==> config.mk <==
export PLATFORM = sky130hd
export DESIGN_NAME = wildcard_glob_matcher
export DESIGN_NICKNAME = d
export VERILOG_FILES = /design/src/hdl/wgm_pkg.sv /design/src/hdl/wgm_ram.sv /design/src/hdl/wgm_sweep.sv /design/src/hdl/wildcard_glob_matcher.sv
export VERILOG_INCLUDE_DIRS = /design/src /design/src/hdl
export SDC_FILE = /design/constraint.sdc
export NUM_CORES = 2
export LEC_CHECK = 0
export ABC_AREA = 0
export BUFFER_PORTS_ARGS = -buffer_cell sky130_fd_sc_hd__buf_2
export CORE_MARGIN = 8
export CORE_UTILIZATION = 65
export CTS_CLUSTER_SIZE = 25
export DETAILED_ROUTE_END_ITERATION = 8
export PLACE_DENSITY_LB_ADDON = 0.12
export RECOVER_POWER = 100
export SYNTH_ARGS = -nofsm -noshare
export SYNTH_HDL_FRONTEND = slang
export SYNTH_SLANG_ARGS = --single-unit
==> constraint.sdc <==
create_clock -name aclk -period 11.3 [get_ports aclk]
set_input_delay 2.26 -clock aclk [delete_from_list [all_inputs] [get_ports aclk]]
set_output_delay 2.26 -clock aclk [all_outputs]
set_load 0.01 [all_outputs]
==> src/hdl/wildcard_glob_matcher_defines.svh <==
// Assertion helpers for the glob matcher.
`ifndef WILDCARD_GLOB_MATCHER_DEFINES_SVH
`define WILDCARD_GLOB_MATCHER_DEFINES_SVH

// Same-cycle implication, disabled while reset is asserted.
`define WGM_ASSERT_IMPLY(label, clk, rstn, ante, cons, msg) \
    label: assert property (@(posedge clk) disable iff (!(rstn)) (ante) |-> (cons)) \
        else $error(msg);

// Next-cycle implication, disabled while reset is asserted.
`define WGM_ASSERT_NEXT(label, clk, rstn, ante, cons, msg) \
    label: assert property (@(posedge clk) disable iff (!(rstn)) (ante) |=> (cons)) \
        else $error(msg);

`endif

==> src/hdl/wgm_pkg.sv <==
package wgm_pkg;

    localparam int MAX_PATTERN_DEF = 128;
    localparam int COUNT_BITS_DEF  = 16;
    localparam int SYM_W           = 8;
    localparam int COUNT_OUT_W     = 16;

    localparam logic [SYM_W-1:0] SYM_STAR = 8'd42;
    localparam logic [SYM_W-1:0] SYM_ANY  = 8'd63;

    typedef enum logic [2:0] {
        ST_IDLE   = 3'b001,
        ST_SWEEP  = 3'b010,
        ST_REPORT = 3'b100
    } top_state_t;

    typedef enum logic [1:0] {
        SW_IDLE = 2'b01,
        SW_RUN  = 2'b10
    } sweep_state_t;

    // Launch of one text byte into the sweep engine.
    typedef struct packed {
        logic             start;
        logic             fresh;
        logic [SYM_W-1:0] sym;
    } sweep_ctrl_t;

    // Sweep engine status back to the control logic.
    typedef struct packed {
        logic busy;
        logic done;
        logic hit;
    } sweep_stat_t;

endpackage

==> src/hdl/wgm_ram.sv <==
module wgm_ram import wgm_pkg::*; #(
    parameter int WIDTH = SYM_W,
    parameter int DEPTH = MAX_PATTERN_DEF
) (
    input  logic                     clk,
    input  logic                     we,
    input  logic [$clog2(DEPTH)-1:0] waddr,
    input  logic [WIDTH-1:0]         wdata,
    input  logic [$clog2(DEPTH)-1:0] raddr,
    output logic [WIDTH-1:0]         rdata
);

    logic [WIDTH-1:0] mem [DEPTH];
    logic [WIDTH-1:0] rdata_reg;

    always_ff @(posedge clk) begin
        if (we) begin
            mem[waddr] <= wdata;
        end
        rdata_reg <= mem[raddr];
    end

    assign rdata = rdata_reg;

endmodule

==> src/hdl/wgm_sweep.sv <==
module wgm_sweep import wgm_pkg::*; #(
    parameter int MAX_PATTERN = MAX_PATTERN_DEF
) (
    input  logic                                 clk,
    input  logic                                 rstn,
    input  sweep_ctrl_t                          ctrl,
    input  logic [$clog2(MAX_PATTERN+1)-1:0]     len,
    output logic [$clog2(MAX_PATTERN)-1:0]       pat_raddr,
    input  logic [SYM_W-1:0]                     pat_rdata,
    output sweep_stat_t                          stat
);

    localparam int LEN_W = $clog2(MAX_PATTERN + 1);
    localparam int AW    = $clog2(MAX_PATTERN);

    sweep_state_t     state_reg;
    logic [LEN_W-1:0] pos_reg;
    logic [SYM_W-1:0] sym_reg;
    logic             fresh_reg;
    logic             prev_acl_reg;
    logic             prev_star_reg;
    logic             prev_match_reg;
    logic             prev_ncl_reg;

    logic [LEN_W-1:0] rd_addr;
    logic             act_rdata;
    logic             at_end;
    logic             running;
    logic             in_pat;
    logic             is_star;
    logic             is_match;
    logic             a_raw;
    logic             a_cl;
    logic             n_cl;

    assign running = (state_reg == SW_RUN);
    assign at_end  = (pos_reg == len);

    // Read one position ahead of the one being written back.
    assign rd_addr   = (running && !at_end) ? pos_reg + LEN_W'(1) : '0;
    assign pat_raddr = rd_addr[AW-1:0];

    wgm_ram #(
        .WIDTH (1),
        .DEPTH (MAX_PATTERN + 1)
    ) u_act_ram (
        .clk   (clk),
        .we    (running),
        .waddr (pos_reg),
        .wdata (n_cl),
        .raddr (rd_addr),
        .rdata (act_rdata)
    );

    // Star closure of the old set and of the new set both ripple upward,
    // so carry them one position at a time.
    always_comb begin
        in_pat   = !at_end;
        is_star  = in_pat && (pat_rdata == SYM_STAR);
        is_match = in_pat && ((pat_rdata == SYM_ANY) || (pat_rdata == sym_reg));
        a_raw    = fresh_reg ? (pos_reg == '0) : act_rdata;
        a_cl     = a_raw | (prev_acl_reg & prev_star_reg);
        n_cl     = (a_cl & is_star)
                 | (prev_acl_reg & !prev_star_reg & prev_match_reg)
                 | (prev_ncl_reg & prev_star_reg);
    end

    always_ff @(posedge clk) begin
        if (!rstn) begin
            state_reg <= SW_IDLE;
        end else begin
            case (state_reg)
                SW_IDLE: begin
                    if (ctrl.start) begin
                        state_reg <= SW_RUN;
                    end
                end
                SW_RUN: begin
                    if (at_end) begin
                        state_reg <= SW_IDLE;
                    end
                end
                default: begin
                    state_reg <= SW_IDLE;
                end
            endcase
        end
    end

    always_ff @(posedge clk) begin
        if (!running && ctrl.start) begin
            pos_reg        <= '0;
            sym_reg        <= ctrl.sym;
            fresh_reg      <= ctrl.fresh;
            prev_acl_reg   <= 1'b0;
            prev_star_reg  <= 1'b0;
            prev_match_reg <= 1'b0;
            prev_ncl_reg   <= 1'b0;
        end else if (running) begin
            pos_reg        <= pos_reg + LEN_W'(1);
            prev_acl_reg   <= a_cl;
            prev_star_reg  <= is_star;
            prev_match_reg <= is_match;
            prev_ncl_reg   <= n_cl;
        end
    end

    assign stat.busy = running;
    assign stat.done = running && at_end;
    assign stat.hit  = n_cl;

endmodule

==> src/hdl/wildcard_glob_matcher.sv <==
// Glob line matcher. Load a pattern first as requests with s_kind = 0 ('*' matches any
// run of bytes, '?' any single byte, runs of stars fold into one, bytes beyond
// MAX_PATTERN drop, s_last ends the pattern and the next pattern request starts a new
// pattern and clears the match count). Then stream text requests with s_kind = 1; the
// last byte of each line yields one result with m_matched and the saturating count of
// matched lines. For a text request, with L the stored pattern length, the sweep
// engine walks positions 0..L, one per cycle, through the pattern memory and the
// active-position memory (both with a registered read, written back one position
// behind the read). The last byte of a line then passes a report state to hand off
// the result; a new request is taken while an earlier result still waits on m_ready.
// There is no clearing pass after reset: a flag marks a line start, where the active
// set reads as position zero only.
`include "wildcard_glob_matcher_defines.svh"

module wildcard_glob_matcher import wgm_pkg::*; #(
    parameter int MAX_PATTERN = MAX_PATTERN_DEF,
    parameter int COUNT_BITS  = COUNT_BITS_DEF
) (
    input  logic                   aclk,
    input  logic                   aresetn,
    input  logic                   s_valid,
    output logic                   s_ready,
    input  logic                   s_kind,
    input  logic [SYM_W-1:0]       s_symbol,
    input  logic                   s_last,
    output logic                   m_valid,
    input  logic                   m_ready,
    output logic                   m_matched,
    output logic [COUNT_OUT_W-1:0] m_match_count
);

    localparam int LEN_W = $clog2(MAX_PATTERN + 1);
    localparam int AW    = $clog2(MAX_PATTERN);

    top_state_t            state_reg;
    logic [LEN_W-1:0]      len_reg;
    logic                  pat_done_reg;
    logic                  last_star_reg;
    logic                  line_started_reg;
    logic [COUNT_BITS-1:0] count_reg;
    logic                  last_reg;
    logic                  hit_reg;
    logic                  m_valid_reg;
    logic                  m_matched_reg;
    logic [COUNT_OUT_W-1:0] m_count_reg;

    logic                  accept;
    logic                  pat_req;
    logic                  new_pat;
    logic [LEN_W-1:0]      cur_len;
    logic                  merge;
    logic                  store;
    logic                  out_free;
    logic [COUNT_BITS+COUNT_OUT_W-1:0] count_ext;

    sweep_ctrl_t           sweep_ctrl;
    sweep_stat_t           sweep_stat;
    logic [AW-1:0]         pat_raddr;
    logic [SYM_W-1:0]      pat_rdata;

    assign s_ready  = (state_reg == ST_IDLE);
    assign accept   = s_valid && s_ready;
    assign pat_req  = accept && !s_kind;
    assign out_free = !m_valid_reg || m_ready;

    // Pattern load: restart after a finished pattern, fold repeated stars, drop overflow.
    always_comb begin
        new_pat = pat_done_reg || (len_reg == '0);
        cur_len = new_pat ? '0 : len_reg;
        merge   = (s_symbol == SYM_STAR) && (cur_len != '0) && last_star_reg;
        store   = (cur_len < LEN_W'(MAX_PATTERN)) && !merge;
    end

    wgm_ram #(
        .WIDTH (SYM_W),
        .DEPTH (MAX_PATTERN)
    ) u_pat_ram (
        .clk   (aclk),
        .we    (pat_req && store),
        .waddr (cur_len[AW-1:0]),
        .wdata (s_symbol),
        .raddr (pat_raddr),
        .rdata (pat_rdata)
    );

    // Launch a sweep on every text request; a line start sees position zero only.
    assign sweep_ctrl.start = accept && s_kind;
    assign sweep_ctrl.fresh = !line_started_reg;
    assign sweep_ctrl.sym   = s_symbol;

    wgm_sweep #(
        .MAX_PATTERN (MAX_PATTERN)
    ) u_sweep (
        .clk       (aclk),
        .rstn      (aresetn),
        .ctrl      (sweep_ctrl),
        .len       (len_reg),
        .pat_raddr (pat_raddr),
        .pat_rdata (pat_rdata),
        .stat      (sweep_stat)
    );

    // Zero-extend or truncate the count to the output field.
    assign count_ext = {{COUNT_OUT_W{1'b0}}, count_reg};

    always_ff @(posedge aclk) begin
        if (!aresetn) begin
            state_reg        <= ST_IDLE;
            len_reg          <= '0;
            pat_done_reg     <= 1'b0;
            last_star_reg    <= 1'b0;
            line_started_reg <= 1'b0;
            count_reg        <= '0;
            m_valid_reg      <= 1'b0;
        end else begin
            // Raise the result on hand-off, drop it once taken.
            if ((state_reg == ST_REPORT) && out_free) begin
                m_valid_reg <= 1'b1;
            end else if (m_ready) begin
                m_valid_reg <= 1'b0;
            end
            case (state_reg)
                ST_IDLE: begin
                    if (pat_req) begin
                        if (store) begin
                            len_reg       <= cur_len + LEN_W'(1);
                            last_star_reg <= (s_symbol == SYM_STAR);
                        end else begin
                            len_reg <= cur_len;
                        end
                        if (new_pat) begin
                            count_reg <= '0;
                        end
                        pat_done_reg     <= s_last;
                        line_started_reg <= 1'b0;
                    end else if (accept) begin
                        state_reg <= ST_SWEEP;
                    end
                end
                ST_SWEEP: begin
                    if (sweep_stat.done) begin
                        if (last_reg) begin
                            // Advance the count on a hit, hold at all ones.
                            if (sweep_stat.hit && (count_reg != '1)) begin
                                count_reg <= count_reg + COUNT_BITS'(1);
                            end
                            state_reg <= ST_REPORT;
                        end else begin
                            line_started_reg <= 1'b1;
                            state_reg        <= ST_IDLE;
                        end
                    end
                end
                ST_REPORT: begin
                    if (out_free) begin
                        line_started_reg <= 1'b0;
                        state_reg        <= ST_IDLE;
                    end
                end
                default: begin
                    state_reg <= ST_IDLE;
                end
            endcase
        end
    end

    // Request and result payload, no reset.
    always_ff @(posedge aclk) begin
        if (accept && s_kind) begin
            last_reg <= s_last;
        end
        if ((state_reg == ST_SWEEP) && sweep_stat.done) begin
            hit_reg <= sweep_stat.hit;
        end
        if ((state_reg == ST_REPORT) && out_free) begin
            m_matched_reg <= hit_reg;
            m_count_reg   <= count_ext[COUNT_OUT_W-1:0];
        end
    end

    assign m_valid       = m_valid_reg;
    assign m_matched     = m_matched_reg;
    assign m_match_count = m_count_reg;

    `WGM_ASSERT_IMPLY(a_idle_no_sweep, aclk, aresetn, state_reg == ST_IDLE, !sweep_stat.busy, "sweep running while control idle")
    `WGM_ASSERT_IMPLY(a_done_in_sweep, aclk, aresetn, sweep_stat.done, state_reg == ST_SWEEP, "sweep finished outside sweep state")
    `WGM_ASSERT_IMPLY(a_len_bound, aclk, aresetn, 1'b1, len_reg <= LEN_W'(MAX_PATTERN), "pattern length beyond store depth")
    `WGM_ASSERT_NEXT(a_text_starts_sweep, aclk, aresetn, accept && s_kind, sweep_stat.busy, "text request did not start a sweep")

endmodule
==> summary.md <==
| Metric | Value |
|---|---|
| Status | `finished, violations left` |
| Failing checks | `max-capacitance violations, max-slew violations` |
| Root Driver | `clkbuf_16` |
| Number of global-route vias before repair | `29.77k` |
| Aggregate global-route resource usage | `28.95%` |
| Setup tns final | `0 ns` |
| Ys flop type | `edfxtp_1` |
| Clock-pin slew on the worst setup and hold paths | `~0.060 ns` |
| EDFF count, synth | `roughly 1.2k` |
| Total core area | `about 78000 um^2` |
| Syn Area/Cell | `about 15 um^2` |
| Routed vias/inst | `6.874` |
| Cts hold-fix bufs | `0` |
| # setup viols final | `0` |
| Wire per inst | `~28 um` |
| Syn nets | `~3.4k` |
| Biggest register | `u_pat_ram.mem` |
| CP cell instances | `clkbuf_1 > nor2_1 > and4b_1 > a311oi_1 > o21ai_1 > nor2_1` |
| Final period util | `75.44%` |
| Register-to-Register Setup Slack | `between 3 and 4 ns` |
| Clock tree buffer depth | `3` |
| TritonCTS clock tree | `yes` |
| Synth Cell Area | `51010 um^2` |
| Number of nets in the layout | `about 3.4k` |
| Drt initial violations | `about 4.3k` |
| Max-cap check violation count | `33` |
| # clock sinks | `around 1.2k` |
| GR Layer Usage met2 | `between 40 and 50%` |
| Congestion Overflow GR | `0` |
| Yosys Warn Count | `0` |
| Drc violations | `0` |
| Slew margin rel. | `-227.7%` |
| Post-route setup slack | `2.776 ns` |
| Share of cells above drive strength 1 | `~7.1%` |
| Initial core utilization | `65.73%` |
| PostCTS Resize Cnt | `0` |
| Initial antenna violation count | `3` |
| Area growth syn-to-layout | `9.233%` |
| Sequential area share after synthesis | `approximately 72%` |
| Yosys top cell area share | `69.53%` |
| Via Count | `between 30k and 40k` |
| Final wirelength | `about 130000 um` |
| Yosys top cell by area | `edfxtp_1` |
| H-tree levels | `3` |
| Worst EP arrival | `8.82 ns` |
| Detailed placer's ending HPWL | `between 70000 and 80000 um` |
| Max incr delay on CP | `1.74 ns` |
| # rows | `102` |
| Critical path type | `in2reg` |
| Seq cells post-synth | `approximately 1.2k` |
| Buf/Inv on CP | `1` |
| Port Buf Inserts | `32` |
| Kind of cell adding the most delay to the critical path | `compound AO/OA/AOI/OAI gates` |
| Worst slack at placement | `roughly 5 ns` |
| Die X | `296.1 um` |
| Largest register FFs | `approximately 1.0k` |
| Num ports | `33` |
| Slew Viols, Final | `~1.4k` |
| Grt peak-use layer | `met2` |
| Crit path launch type | `input port` |
| Post-synthesis cell type count | `75` |
| Hold Vio Cnt, Final | `0` |
| Cells after Synth | `approximately 3.4k` |
| TritonCTS buffer count | `120` |
| Setup Fix Bufs, Post-CTS | `0` |
| Core Util, Final | `roughly 72%` |
| Grt met3 use | `just under 5%` |
| Top flop regs | `u_pat_ram.mem: 1024 flops, u_sweep.u_act_ram.mem: 129 flops` |
| CP endpoint kind | `flop` |
| Die footprint | `87690 um^2` |
| Async SR Flop Fraction | `0%` |
| Global-route wire length before repair | `about 190000 um` |
| Most used cell, CP | `nor2_1` |
| Met1 Use GR | `a little over two fifths` |
| Worst min path class | `reg2reg` |
| Commonest non-fill, non-tap cell in the layout | `edfxtp_1` |
| Setup repair after global routing missed its margin | `no` |
| Worst Path Required | `11.60 ns` |
| GP Congestion | `between 0.9 and 1` |
| Clock Latency Late Sink | `about 0.70 ns` |
| # diodes | `0` |
| Antenna Nets Post-Route | `0` |
| CP max-delay cell | `o21ai_1` |
| Worst vdd ir | `0.1217 mV` |
| Clock Skews | `~0.022 ns` |
| Power per cell area | `165.6 nW/um^2` |
| Initial DRT Pass Iterations | `9` |
| Most frequent cells in the layout | `edfxtp_1, mux2i_1, nor2_1` |
| Die Ht | `296.1 um` |
| Max FO, Critical Path | `39` |
| Synth top area cells | `edfxtp_1, mux2i_1, o211a_1` |
| Total Power | `9.225 mW` |
| Fin crit period | `8.524 ns` |
| Tightest Pin Transition | `4.916 ns` |
| Fmax | `around 120 MHz` |
| Largest net degree at the start of global routing | `~230` |
| Leakage | `18.16 nW` |
## per-stage QoR
| stage | cell area, um^2 | hold WS (ns) | std cells |
|---|---|---|---|
| 2_1_floorplan | 51010 | 0.4003 | 3400 |
| 3_3_place_gp | 51930 | 0.4034 | 4276 |
| 3_5_place_dp | 51930 | 0.4200 | 4276 |
| 4_1_cts | 55900 | 0.4198 | 4500 |
| 5_1_grt | 55720 | 0.4432 | 4500 |
| 6_report | 55720 | 0.4196 | 4500 |
## Yosys cell counts (33+ instances only)
| cell | instances |
|---|---|
| o2111ai_1 | 33 |
| nor4_1 | 35 |
| nor2_1 | 302 |
| edfxtp_1 | 1181 |
| nand2_1 | 143 |
| nand3_1 | 163 |
| clkbuf_1 | 140 |
| mux2i_1 | 406 |
| dfxtp_1 | 54 |
| a211oi_1 | 136 |
| buf_2 | 80 |
| o21ai_0 | 90 |
| a21oi_1 | 40 |
| o211ai_1 | 75 |
| o22ai_1 | 75 |
| o211a_1 | 129 |
| a32oi_1 | 33 |
## final timing paths
path                           start                    to  cells after the start
hold / removal               hit_reg             m_matched                      0
setup / recovery         s_symbol[7]  u_pat_ram.mem[56][6]                      6
hold reg to reg              hit_reg             m_matched                      0
setup reg to reg  u_sweep.pos_reg[0]    u_pat_ram.rdata[5]                     10
## power breakdown
group | internal (mW) | switching, mW | total, mW
clock | 2.34 | 1.68 | 4.03
combinational | 0.0232 | 0.150 | 0.173
sequential | 5.02 | 0.00907 | 5.02
total | 7.38 | 1.84 | 9.23
## cells by family (layout without fill, tap and decap cells)
| group | Yosys count | count (layout) | share of synthesized area (%) |
|---|---|---|---|
| adder cells (fa/ha/maj) | 7 | 7 | 0.1717 |
| AND/OR/NAND/NOR | 760 | 760 | 6.945 |
| AO/OA/AOI/OAI | 673 | 673 | 9.920 |
| flip-flops | 1235 | 1235 | 71.65 |
| buffers and inverters | 265 | 325 | 2.264 |
| multiplexers | 420 | 420 | 8.365 |
| XOR/XNOR | 40 | 40 | 0.6868 |
## per-layer routing
layer / vias to the layer above / part of all wire, %
met5: - / 0.010
met4: 2 / 3.5
met3: 285 / 9.3
met2: 1788 / 46
met1: 15550 / 41
li1: 13310 / -
## final cells by class
type | instances | area, um^2
fill | 5033 | 21880
inverter | 13 | 48.80
timing repair buffer | 88 | 504.2
sequential | 1235 | 36550
multi-input combinational | 1900 | 13350
tap | 1040 | 1301
clock inverter | 83 | 865.8
clock buffer | 141 | 3103
No activity file was read; power rests on OpenSTA's default activity.
